==> config.mk <==
export PLATFORM = sky130hd
export DESIGN_NAME = positional_list_engine
export DESIGN_NICKNAME = d
export VERILOG_FILES = /design/src/hw/rtl/plk_pkg.sv /design/src/hw/rtl/plk_cell.sv /design/src/hw/rtl/positional_list_engine.sv
export SDC_FILE = /design/constraint.sdc
export NUM_CORES = 2
export LEC_CHECK = 0
export ABC_AREA = 1
export BUFFER_PORTS_ARGS = -buffer_cell sky130_fd_sc_hd__buf_2
export CORE_MARGIN = 1
export CORE_UTILIZATION = 25
export DETAILED_ROUTE_END_ITERATION = 8
export GPL_ROUTABILITY_DRIVEN = 0
export PLACE_DENSITY_LB_ADDON = 0.3
export SLEW_MARGIN = 0
export SYNTH_ARGS = -nofsm -noshare
export SYNTH_HDL_FRONTEND = slang
export SYNTH_SLANG_ARGS = --single-unit
export TNS_END_PERCENT = 10
==> constraint.sdc <==
create_clock -name clk_i -period 11.8 [get_ports clk_i]
set_input_delay 0.59 -clock clk_i [delete_from_list [all_inputs] [get_ports clk_i]]
set_output_delay 0.59 -clock clk_i [all_outputs]
set_load 0.005 [all_outputs]
==> src/hw/rtl/plk_pkg.sv <==
// Package for the positional list engine.
// Holds the action, status, cell and state codes used by the cell row and the top level.
// No dependencies.
`default_nettype none

package plk_pkg;

  localparam int DUMP_LIMIT = 32;

  typedef enum logic [2:0] {
    ACT_INS_FRONT = 3'd0,
    ACT_INS_BACK  = 3'd1,
    ACT_INS_POS   = 3'd2,
    ACT_DELETE    = 3'd3,
    ACT_SEARCH    = 3'd4,
    ACT_DUMP      = 3'd5
  } action_e;

  typedef enum logic [2:0] {
    STS_OK        = 3'd0,
    STS_EMPTY     = 3'd1,
    STS_RANGE     = 3'd2,
    STS_FULL      = 3'd3,
    STS_NOT_FOUND = 3'd4
  } status_e;

  // Command broadcast to every cell of the row
  typedef enum logic [1:0] {
    CELL_HOLD   = 2'd0,
    CELL_INSERT = 2'd1,
    CELL_DELETE = 2'd2,
    CELL_ROTATE = 2'd3
  } cell_op_e;

  typedef enum logic {
    ST_IDLE   = 1'b0,
    ST_ROTATE = 1'b1
  } state_e;

endpackage

`default_nettype wire

==> src/hw/rtl/plk_cell.sv <==
// One slot of the list: holds an entry and takes its neighbor's value on shift commands.
// Depends on plk_pkg for the cell command codes.
`default_nettype none

module plk_cell import plk_pkg::*; #(
  parameter int CAPACITY    = 32,
  parameter int VALUE_WIDTH = 32,
  parameter int INDEX       = 0,
  parameter int CW          = $clog2(CAPACITY + 1)
) (
  input  wire logic                   clk_i,
  input  wire cell_op_e               op_i,
  input  wire logic [CW-1:0]          idx_i,
  input  wire logic [CW-1:0]          tail_i,
  input  wire logic [VALUE_WIDTH-1:0] new_val_i,
  input  wire logic [VALUE_WIDTH-1:0] prev_val_i,
  input  wire logic [VALUE_WIDTH-1:0] next_val_i,
  input  wire logic [VALUE_WIDTH-1:0] head_val_i,
  output logic      [VALUE_WIDTH-1:0] val_o
);

  localparam logic [CW-1:0] MyIdx = CW'(INDEX);

  logic [VALUE_WIDTH-1:0] val_q, val_d;

  always_comb begin
    val_d = val_q;
    case (op_i)
      CELL_INSERT: begin
        if (MyIdx == idx_i) begin
          val_d = new_val_i;
        end else if (MyIdx > idx_i) begin
          val_d = prev_val_i;
        end
      end
      CELL_DELETE: begin
        if (MyIdx >= idx_i) begin
          val_d = next_val_i;
        end
      end
      CELL_ROTATE: begin
        // wrap the head word around to the tail slot
        if (MyIdx == tail_i) begin
          val_d = head_val_i;
        end else begin
          val_d = next_val_i;
        end
      end
      default: val_d = val_q;
    endcase
  end

  always_ff @(posedge clk_i) begin
    val_q <= val_d;
  end

  assign val_o = val_q;

endmodule

`default_nettype wire

==> src/hw/rtl/positional_list_engine.sv <==
// Top level of the positional list engine: a row of plk_cell slots plus the control logic.
// Depends on plk_pkg and plk_cell.
//
//  channel | handshake              | fields
//  --------+------------------------+---------------------------------------------------
//  in      | in_valid_i / in_stall_o | action_i, item_value_i, position_i
//  out     | out_valid_o / out_stall_i | status_o, found_position_o, entry_value_o, last_o
//
// Inserts, deletes and every item that fails a check give one word.
// Search and dump rotate the cell row once around, one slot per cycle while the output is not
// stalled, and stall the input until the rotation ends; dump streams one word per cycle, up
// to DUMP_LIMIT words, while the output is not stalled.
// Reset clears the entry count, the sequencer and the output valid; entries need no reset.
// A stalled output holds the rotation and keeps new input words out.
`default_nettype none

module positional_list_engine import plk_pkg::*; #(
  parameter int CAPACITY    = 32,
  parameter int VALUE_WIDTH = 32
) (
  input  wire logic               clk_i,
  input  wire logic               rst_ni,
  input  wire logic               in_valid_i,
  output logic                    in_stall_o,
  input  wire logic [2:0]         action_i,
  input  wire logic signed [31:0] item_value_i,
  input  wire logic [5:0]         position_i,
  output logic                    out_valid_o,
  input  wire logic               out_stall_i,
  output logic [2:0]              status_o,
  output logic [5:0]              found_position_o,
  output logic signed [31:0]      entry_value_o,
  output logic                    last_o
);

  localparam int CW    = $clog2(CAPACITY + 1);
  localparam int CMP_W = (CW > 6) ? CW : 6;

  // cell row
  logic [VALUE_WIDTH-1:0] vals [CAPACITY];
  logic [VALUE_WIDTH-1:0] head;
  logic [VALUE_WIDTH-1:0] new_val;
  cell_op_e               cell_op;
  logic [CW-1:0]          cell_idx;
  logic [CW-1:0]          tail;

  // control
  state_e                 state_q, state_d;
  logic [CW-1:0]          cnt_q, cnt_d;
  logic [CW-1:0]          step_q, step_d;
  logic                   found_q, found_d;
  logic                   dump_q, dump_d;
  logic [VALUE_WIDTH-1:0] key_q, key_d;

  // output register
  logic        out_valid_q, out_valid_d;
  status_e     status_q, status_d;
  logic [5:0]  fpos_q, fpos_d;
  logic [31:0] entry_q, entry_d;
  logic        last_q, last_d;

  logic              emit_ok, emit, accept, full;
  logic [CMP_W-1:0]  pos_c, cnt_c;
  logic [CW-1:0]     dump_last;

  assign new_val = VALUE_WIDTH'({{64{item_value_i[31]}}, item_value_i});
  assign head    = vals[0];
  assign tail    = cnt_q - CW'(1);

  for (genvar i = 0; i < CAPACITY; i++) begin : g_cell
    logic [VALUE_WIDTH-1:0] prev_val, next_val;
    if (i == 0) begin : g_first
      assign prev_val = new_val;
    end else begin : g_mid
      assign prev_val = vals[i-1];
    end
    if (i == CAPACITY - 1) begin : g_last
      assign next_val = vals[i];
    end else begin : g_inner
      assign next_val = vals[i+1];
    end
    plk_cell #(
      .CAPACITY    (CAPACITY),
      .VALUE_WIDTH (VALUE_WIDTH),
      .INDEX       (i),
      .CW          (CW)
    ) u_cell (
      .clk_i      (clk_i),
      .op_i       (cell_op),
      .idx_i      (cell_idx),
      .tail_i     (tail),
      .new_val_i  (new_val),
      .prev_val_i (prev_val),
      .next_val_i (next_val),
      .head_val_i (head),
      .val_o      (vals[i])
    );
  end

  assign emit_ok    = !out_valid_q || !out_stall_i;
  assign in_stall_o = (state_q != ST_IDLE) || !emit_ok;
  assign accept     = in_valid_i && !in_stall_o;
  assign full       = (cnt_q == CW'(CAPACITY));
  assign pos_c      = CMP_W'(position_i);
  assign cnt_c      = CMP_W'(cnt_q);
  assign dump_last  = (cnt_q > DUMP_LIMIT) ? CW'(DUMP_LIMIT - 1) : tail;

  always_comb begin
    state_d  = state_q;
    cnt_d    = cnt_q;
    step_d   = step_q;
    found_d  = found_q;
    dump_d   = dump_q;
    key_d    = key_q;
    cell_op  = CELL_HOLD;
    cell_idx = '0;
    emit     = 1'b0;
    status_d = STS_OK;
    fpos_d   = '0;
    entry_d  = '0;
    last_d   = 1'b1;

    case (state_q)
      ST_IDLE: begin
        if (accept) begin
          case (action_e'(action_i))
            ACT_INS_FRONT, ACT_INS_BACK: begin
              emit = 1'b1;
              if (full) begin
                status_d = STS_FULL;
              end else begin
                cell_op  = CELL_INSERT;
                cell_idx = (action_e'(action_i) == ACT_INS_FRONT) ? '0 : cnt_q;
                cnt_d    = cnt_q + CW'(1);
              end
            end
            ACT_INS_POS: begin
              emit = 1'b1;
              if (full) begin
                status_d = STS_FULL;
              end else if (pos_c == CMP_W'(1) || (pos_c > CMP_W'(1) && pos_c <= cnt_c)) begin
                cell_op  = CELL_INSERT;
                cell_idx = CW'(pos_c - CMP_W'(1));
                cnt_d    = cnt_q + CW'(1);
              end else begin
                status_d = STS_RANGE;
              end
            end
            ACT_DELETE: begin
              emit = 1'b1;
              if (cnt_q == '0) begin
                status_d = STS_EMPTY;
              end else if (pos_c >= CMP_W'(1) && pos_c <= cnt_c) begin
                cell_op  = CELL_DELETE;
                cell_idx = CW'(pos_c - CMP_W'(1));
                cnt_d    = cnt_q - CW'(1);
              end else begin
                status_d = STS_RANGE;
              end
            end
            ACT_SEARCH, ACT_DUMP: begin
              if (cnt_q == '0) begin
                emit     = 1'b1;
                status_d = STS_EMPTY;
              end else begin
                state_d = ST_ROTATE;
                step_d  = '0;
                found_d = 1'b0;
                dump_d  = (action_e'(action_i) == ACT_DUMP);
                key_d   = new_val;
              end
            end
            default: begin
              emit     = 1'b1;
              status_d = STS_RANGE;
            end
          endcase
        end
      end
      ST_ROTATE: begin
        // advance one slot only when the output register can take a word
        if (emit_ok) begin
          cell_op = CELL_ROTATE;
          step_d  = step_q + CW'(1);
          if (dump_q) begin
            if (step_q < DUMP_LIMIT) begin
              emit    = 1'b1;
              entry_d = 32'({{64{head[VALUE_WIDTH-1]}}, head});
              last_d  = (step_q == dump_last);
            end
          end else if (!found_q && head == key_q) begin
            emit    = 1'b1;
            found_d = 1'b1;
            fpos_d  = 6'(CMP_W'(step_q) + CMP_W'(1));
          end else if (!found_q && step_q == tail) begin
            emit     = 1'b1;
            status_d = STS_NOT_FOUND;
          end
          if (step_q == tail) begin
            state_d = ST_IDLE;
          end
        end
      end
      default: state_d = ST_IDLE;
    endcase
  end

  assign out_valid_d = emit ? 1'b1 : (out_valid_q && out_stall_i);

  always_ff @(posedge clk_i or negedge rst_ni) begin
    if (!rst_ni) begin
      state_q     <= ST_IDLE;
      cnt_q       <= '0;
      out_valid_q <= 1'b0;
    end else begin
      state_q     <= state_d;
      cnt_q       <= cnt_d;
      out_valid_q <= out_valid_d;
    end
  end

  always_ff @(posedge clk_i) begin
    step_q  <= step_d;
    found_q <= found_d;
    dump_q  <= dump_d;
    key_q   <= key_d;
    if (emit) begin
      status_q <= status_d;
      fpos_q   <= fpos_d;
      entry_q  <= entry_d;
      last_q   <= last_d;
    end
  end

  assign out_valid_o      = out_valid_q;
  assign status_o         = status_q;
  assign found_position_o = fpos_q;
  assign entry_value_o    = entry_q;
  assign last_o           = last_q;

endmodule

`default_nettype wire

* Yosys cells after proc, flatten, opt, wreduce, memory -nomap -nowiden
Index checks and enable logic that the tools add are counted.
** Storage, ports and cells
- Register bits after elaboration :: 1114
- Bits in latches :: 0
- Bits in writable memories :: 0
- Bits in read-only memories :: 0
- Output and inout port bits :: 44
- Memories kept :: 0
** Cells by class
- $add $sub $neg :: 4
- $mul :: 0
- Div/mod/pow operators :: 0
- Magnitude comparators :: 68
- Equality and inequality tests :: 151
- Shift operators :: 0
- Mux-type cells :: 225
- Bitwise logic cells :: 4
- Reduce and logical (&&, ||, !) cells :: 61
** Operator list (count)
- 32-bit two-way mux :: 127
- 32-bit one-hot mux with 3 select lines :: 31
- 5-bit by 6-bit == test with 1-bit output, first input constant :: 32
- 6-bit two-way mux :: 18
- 4-bit by 6-bit == test with 1-bit output, first input constant :: 16
- 5-bit by 6-bit greater-than comparator with 1-bit output, first input constant :: 16
- 3-bit by 1-bit inequality test with 1-bit output, second input constant :: 32
- 3-bit AND reduction :: 31
- 5-bit by 6-bit >= comparator with 1-bit output, first input constant :: 15
- 2-bit by 1-bit inequality test with 1-bit output, second input constant :: 35
- 32-bit one-hot mux with 2 select lines :: 1
- 3-bit by 6-bit == test with 1-bit output, first input constant :: 8
- 4-bit by 6-bit >= comparator with 1-bit output, first input constant :: 8
- 4-bit by 6-bit greater-than comparator with 1-bit output, first input constant :: 8
- 6-bit one-hot mux with 3 select lines :: 2
- 32-bit == test :: 1
- 2-bit by 6-bit == test with 1-bit output, first input constant :: 4
- 3-bit by 6-bit >= comparator with 1-bit output, first input constant :: 4
- 3-bit by 6-bit greater-than comparator with 1-bit output, first input constant :: 4
- 1-bit two-way mux :: 24
- 6-bit zero test :: 3
- 2-bit two-way mux :: 9
- 2-bit inequality test, second input constant :: 9
- 4-bit AND reduction :: 4
- 38 further kinds :: 71

* Longest topological paths before layout
- Depth in word-level cells :: 12
- Depth in mapped cells :: 23

* Cells and area by module
From an unflattened synthesis, not the netlist that was laid out.
** Second synthesis, totals
- Cells, all modules :: 13530
- Area, all modules :: 91725.5 µm²
** By module, submodules not included
- positional_list_engine :: instances 1, cells each 529, area each 4799.6 µm²
- plk_cell at g_cell[5].u_cell :: instances 1, cells each 465, area each 3007.9 µm²
- plk_cell at g_cell[28].u_cell :: instances 1, cells each 461, area each 2979.1 µm²
- plk_cell at g_cell[23].u_cell :: instances 1, cells each 474, area each 2959.1 µm²
- plk_cell at g_cell[16].u_cell :: instances 1, cells each 459, area each 2952.8 µm²
- plk_cell at g_cell[12].u_cell :: instances 1, cells each 456, area each 2945.3 µm²
- plk_cell at g_cell[11].u_cell :: instances 1, cells each 457, area each 2942.8 µm²
- plk_cell at g_cell[8].u_cell :: instances 1, cells each 455, area each 2941.6 µm²
- plk_cell at g_cell[0].u_cell :: instances 1, cells each 456, area each 2922.8 µm²
- plk_cell at g_cell[7].u_cell :: instances 1, cells each 457, area each 2921.6 µm²
- plk_cell at g_cell[14].u_cell :: instances 1, cells each 460, area each 2912.8 µm²
- plk_cell at g_cell[24].u_cell :: instances 1, cells each 455, area each 2902.8 µm²
- plk_cell at g_cell[21].u_cell :: instances 1, cells each 462, area each 2897.8 µm²
- plk_cell at g_cell[13].u_cell :: instances 1, cells each 456, area each 2861.5 µm²
- +19 rows

* Least setup slack after synthesis
Ideal clock, no wire load.
- Kind :: input-to-reg
- Start point :: input position_i[5]
- End point :: register g_cell[22].u_cell.val_q[0], enable pin
- Setup time :: 0.468 ns
- Arrival time :: 4.744 ns
- Data required time :: 11.332 ns
- Slack :: 6.588 ns
- Stages on the path :: 18
- Cell sequence :: ha_1 > nand2_1 > nor2_1 > nand2_1 > nand3_1 > nand2_1 > nand2_1 > nand2_1 > nand2_1 > nand2_4 > nand2_2 > nand2_4 > nand2_1 > buf_4 > nor2_4 > nand3_1 > buf_2 > nor3b_1
** Between the ends
- Cells in the longest elaborated chain, start to end :: 11
- Elaborated cells on any way between the ends :: 32
** Ends and longest elaborated chain
- from (decl) :: line positional_list_engine.sv:27 : input wire logic [5:0] position_i,
- 6-bit by 1-bit greater-than comparator with 1-bit output / 6-bit less-or-equal comparator (equally long branches) :: line positional_list_engine.sv:141, positional_list_engine.sv:153
- 1-bit logical AND :: line positional_list_engine.sv:141 : end else if (pos_c == CMP_W'(1) || (pos_c > CMP_W'(1) && pos_c <= cnt_c)) begin
- 1-bit logical OR :: line positional_list_engine.sv:141
- 6-bit two-way mux / 1-bit two-way mux (equally long branches) :: line positional_list_engine.sv:141
- 6-bit two-way mux / 1-bit two-way mux (equally long branches) :: line positional_list_engine.sv:139 : if (full) begin
- 6-bit one-hot mux with 3 select lines / 2-bit one-hot mux with 3 select lines (equally long branches) :: line positional_list_engine.sv:126 : case (action_e'(action_i))
- 6-bit two-way mux / 2-bit two-way mux (equally long branches) :: line positional_list_engine.sv:125 : if (accept) begin
- 6-bit two-way mux / 2-bit one-hot mux with 2 select lines (equally long branches) :: line positional_list_engine.sv:123 : case (state_q)
- 5-bit by 6-bit greater-than comparator with 1-bit output (tied with other cells) :: line plk_cell.sv:32 : end else if (MyIdx > idx_i) begin
- 3-bit by 1-bit inequality test with 1-bit output (no source line) (tied with other cells)
- 3-bit AND reduction (no source line) *
- to (signal assigned) :: line plk_cell.sv:54 : val_q <= val_d;
- to (decl) :: line plk_cell.sv:24 : logic [VALUE_WIDTH-1:0] val_q, val_d;
Mark *: on every way between the ends. The rest lies on a longest branch, timed or not.
A chain may end at the register's enable or synchronous reset.

* Worst setup path after layout
- Start point :: register cnt_q[0] (netlist: cnt_c[0])
- End point :: register g_cell[9].u_cell.val_q[1], data pin
** Between the ends
- Cells in the longest elaborated chain, start to end :: 11
- Elaborated cells on any way between the ends :: 32
** Ends and longest elaborated chain
- from (decl) :: line positional_list_engine.sv:49 : logic [CW-1:0] cnt_q, cnt_d;
- from (signal assigned) :: line positional_list_engine.sv:217 : cnt_q <= cnt_d;
- 6-bit less-or-equal comparator :: line positional_list_engine.sv:141, positional_list_engine.sv:153
- 1-bit logical AND :: line positional_list_engine.sv:141
- 1-bit logical OR :: line positional_list_engine.sv:141
- 6-bit two-way mux :: line positional_list_engine.sv:141
- 6-bit two-way mux :: line positional_list_engine.sv:139
- 6-bit one-hot mux with 3 select lines :: line positional_list_engine.sv:126
- 6-bit two-way mux :: line positional_list_engine.sv:125
- 6-bit two-way mux :: line positional_list_engine.sv:123
- 4-bit by 6-bit == test with 1-bit output :: line plk_cell.sv:30 : if (MyIdx == idx_i) begin
- 32-bit two-way mux :: line plk_cell.sv:30
- 32-bit one-hot mux with 3 select lines * :: line plk_cell.sv:28 : case (op_i)
- via g_cell[9].u_cell.val_d[1] :: line plk_cell.sv:24
- to (signal assigned) :: line plk_cell.sv:54
- to (decl) :: line plk_cell.sv:24
Mark *: on every way through the listed nets, which the timed path passes. The rest lies on a longest branch.

==> reports/results.tsv <==
stage	metric	value	unit
run_status	outcome	finished clean	
cts	cts bufs inserted	139	
critical_path	CP Max Fanout	66	
sta	Slew HR	8.39	%
critical_path	Worst Path Arrival	6540	ps
sta	Tcrit/Tclk final	49.7	%
global_route	first-pass GRT wire length	442000	microns
drt	DRC	0	
logic_synthesis	Synth Area per Inst	8.07	sq um
placed_design	Post-DP HPWL	185000	microns
placed_design	Place WS	5940	ps
drt	Total Wirelength	305000	microns
power_and_ir_drop	PD cells	319	nW/um^2
flow_run	Max Cap Violations	0	
layout	commonest cells after routing, fill and taps aside	2123 x nand2_1, 2013 x nand3_1, 1106 x edfxtp_1	
power_and_ir_drop	Leak Pwr	34.1	nW
logic_synthesis	Distinct cells, synth	49	
layout	commonest non-fill, non-tap cell in the layout	nand2_1	
sta	Final Max Slew Viols	0	
cts	TritonCTS clock tree	done	
logic_synthesis	Mapped Area	68800	sq um
sta	final hold violation count	0	
layout	fraction of layout cells with a size suffix above 1	8.29	%
logic_synthesis	register area share after synthesis	48.6	%
critical_path	Critical Path Source Type	register	
cts	H-tree levels	4	
cts	CTS Sinks	1114	
global_route	initial antenna violation count	20	
sta	fin crit period	5860	ps
logic_synthesis	synthesized instance count	8533	
drt	top layer in use	met4	
die	Initial Utilization	25.2	%
layout	Syn-to-layout area delta	11.9	%
layout	Final #Nets	8209	
layout	Final Cell Area	77000	sq um
drt	DRT Pass-1 Iters	9	
cts	CTS root buf	clkbuf_16	
power_and_ir_drop	peak supply drop	0.254	mV
critical_path	CP endpoint kind	register	
logic_synthesis	Synth Register Bits	1114	
drt	via count	65614	
min_path	hold crit path type	input port to register	
power_and_ir_drop	Power Total	24.5	mW
placed_design	Port Buffers	88	
drt	drt wl/cell	25.7	microns
sta	Max Clock Skew	32.1	ps
drt	Avg Vias per Cell	5.54	
die	num rows	192	
drt	met1 wire length	120000	microns
sta	setup total negative slack	0	ps
cts	Clock Pin Slew Worst Setup and Hold Paths	60	ps
die	die area	277000	sq um
global_route	largest net degree at the start of global routing	227	
drt	DR iter-0 viols	8501	
cts	clk buf depth	3	
drt	metal3 WL	31300	microns
die	Die Width	527	microns
logic_synthesis	Post-synth EDFFs	1106	
sta	final setup fails	0	
drt	ANT nets after route	0	
sta	RSZ-0062 raised after global routing	false	
sta	Worst Slack Setup Final	5940	ps
logic_synthesis	Synth Net Count	8593	
cts	Skew-Pair Late Insertion Delay	820	ps
logic_synthesis	asr flop ratio synth	0.718	%
die	core area	274000	sq um
die	io pins	89	
global_route	vias in the first global route	63688	
global_route	gr ovfl total	0	
logic_synthesis	synth warn	0	
drt	metal2 WL	139000	microns
logic_synthesis	Top FF cell, synth	edfxtp_1	
placed_design	dpl cell area	72700	sq um
sta	Least-Margin Pin Slew	1370	ps
critical_path	critical path required time	12480	ps
die	die height	527	microns
sta	Max Freq	0.171	GHz
critical_path	critical path class	register to register	
global_route	GRT Util Overall	21.2	%
layer usage:
metal	track usage [%]	up-vias
met1	27.2	32393
met3	4.72	828
met5	0	-
met4	9.61	0
met2	33.9	3996
li1	-	28397
worst max-delay path, stage by stage, from the launching register on:
cell and delay (ps):
dfrtp_1 520, inv_1 210, ha_1 260, nand4_2 170, nor2_1 280, nor2_1 150, nand2_1 310, nand2_4 130
nand2_1 440, nand2_1 260, nor2_4 150, buf_4 540, buf_4 740, nand2_1 980, nand2_1 290, nand3_1 100
nand2_1 110
stage by stage:
step | cells | hold WS, ps | util [%]
after global placement | 11590 | 466 | 26.6
after floorplan | 8533 | 294 | -
after detailed placement | 11590 | 475 | 26.6
after global routing | 11838 | 32.2 | 28.1
final | 11841 | 40.8 | 28.1
after CTS | 11836 | 8.88 | 28.1
final cells by class:
class                   count  area (sq um)
diodes                      4          10.0
clock buffers             177          3680
clock inverters            63           457
fillers                 29333        197000
inverters                1117          4210
multi-input cells        5484         28600
flip-flops and latches   1114         33400
well taps                3589          4490
repair buffers            293          2090
cell usage after synthesis (3+ instances only):
master | n | area share [%]
nand3_2 | 3 | 0.044
o211ai_1 | 3 | 0.033
clkinv_1 | 4 | 0.022
o21ai_0 | 50 | 0.36
nor3_2 | 29 | 0.42
dfrtp_1 | 8 | 0.29
o2111ai_1 | 5 | 0.064
xnor2_1 | 16 | 0.20
buf_6 | 4 | 0.065
edfxtp_1 | 1106 | 48
nor2_4 | 8 | 0.13
buf_1 | 30 | 0.16
inv_2 | 10 | 0.055
inv_1 | 1103 | 6.0
a211oi_1 | 3 | 0.033
or2_2 | 3 | 0.027
buf_2 | 223 | 1.6
nor3_1 | 8 | 0.058
nor2_2 | 6 | 0.055
a31oi_1 | 3 | 0.027
clkbuf_1 | 522 | 2.8
o22ai_1 | 3 | 0.027
o21ai_1 | 24 | 0.17
a22oi_1 | 960 | 10
nor3b_1 | 3 | 0.033
a21oi_1 | 17 | 0.12
xor2_1 | 14 | 0.18
nand3_1 | 2016 | 15
nor2_1 | 121 | 0.66
nand2_2 | 15 | 0.14
o21ai_2 | 8 | 0.10
nor4_1 | 3 | 0.027
ha_1 | 15 | 0.27
nor3_4 | 3 | 0.071
nand4_1 | 6 | 0.055
buf_4 | 39 | 0.43
nand2_1 | 2125 | 12
where the power goes:
| group | internal [mW] | total, mW | switching (mW) |
|---|---|---|---|
| clock network | 2.29 | 4.13 | 1.84 |
| registers | 7.89 | 9.30 | 1.40 |
| logic | 2.98 | 11.1 | 8.12 |
timing repair:
item | in CTS | in global routing
resized for setup | 0 | 0
endpoints found under the hold margin | 13 | 0
hold buffers | 6 | 0
buffers inserted | 0 | 0
endpoints found under the setup margin | 0 | 0
state kept, by name (all words and copies together), names as in the netlist:
signal and cells:
state_q 1, found_q 1, last_o 1, found_position_o 6
entry_value_o 32, dump_q 1, cnt_c 6, step_q 6
status_o 3, out_valid_o 1, g_cell.u_cell.val_o 1024, key_q 32
logic make-up (layout without fill, tap and decap cells):
family,count (synthesis),in the layout,synth area share [%]
AOI/OAI and AO/OA,1083,1083,11.5
buffers and inverters,1935,1650,11.2
adders and majority gates,15,15,0.273
other,0,4,0
DFF,1114,1114,48.6
and+or+nand+nor,4356,4356,28.1
xor gates and xnor gates,30,30,0.382
path summary, 6_finish.rpt:
check / start / end / slack (ps) / cells after the start
min in group asynchronous: rst_ni / cnt_c[1]$_DFFE_PN0P_ / 180 / 2
min: item_value_i[2] / key_q[2]$_DFFE_PP_ / 40 / 1
max in group asynchronous: rst_ni / cnt_c[4]$_DFFE_PN0P_ / 11390 / 2
max: cnt_c[0]$_DFFE_PN0P_ / g_cell[9].u_cell.val_o[1]$_DFFE_PP_ / 5940 / 16
max reg2reg: cnt_c[0]$_DFFE_PN0P_ / g_cell[9].u_cell.val_o[1]$_DFFE_PP_ / 5940 / 16
min reg2reg: g_cell[31].u_cell.val_o[14]$_DFFE_PP_ / g_cell[30].u_cell.val_o[14]$_DFFE_PP_ / 550 / 2
No activity file was read; power rests on OpenSTA's default activity.
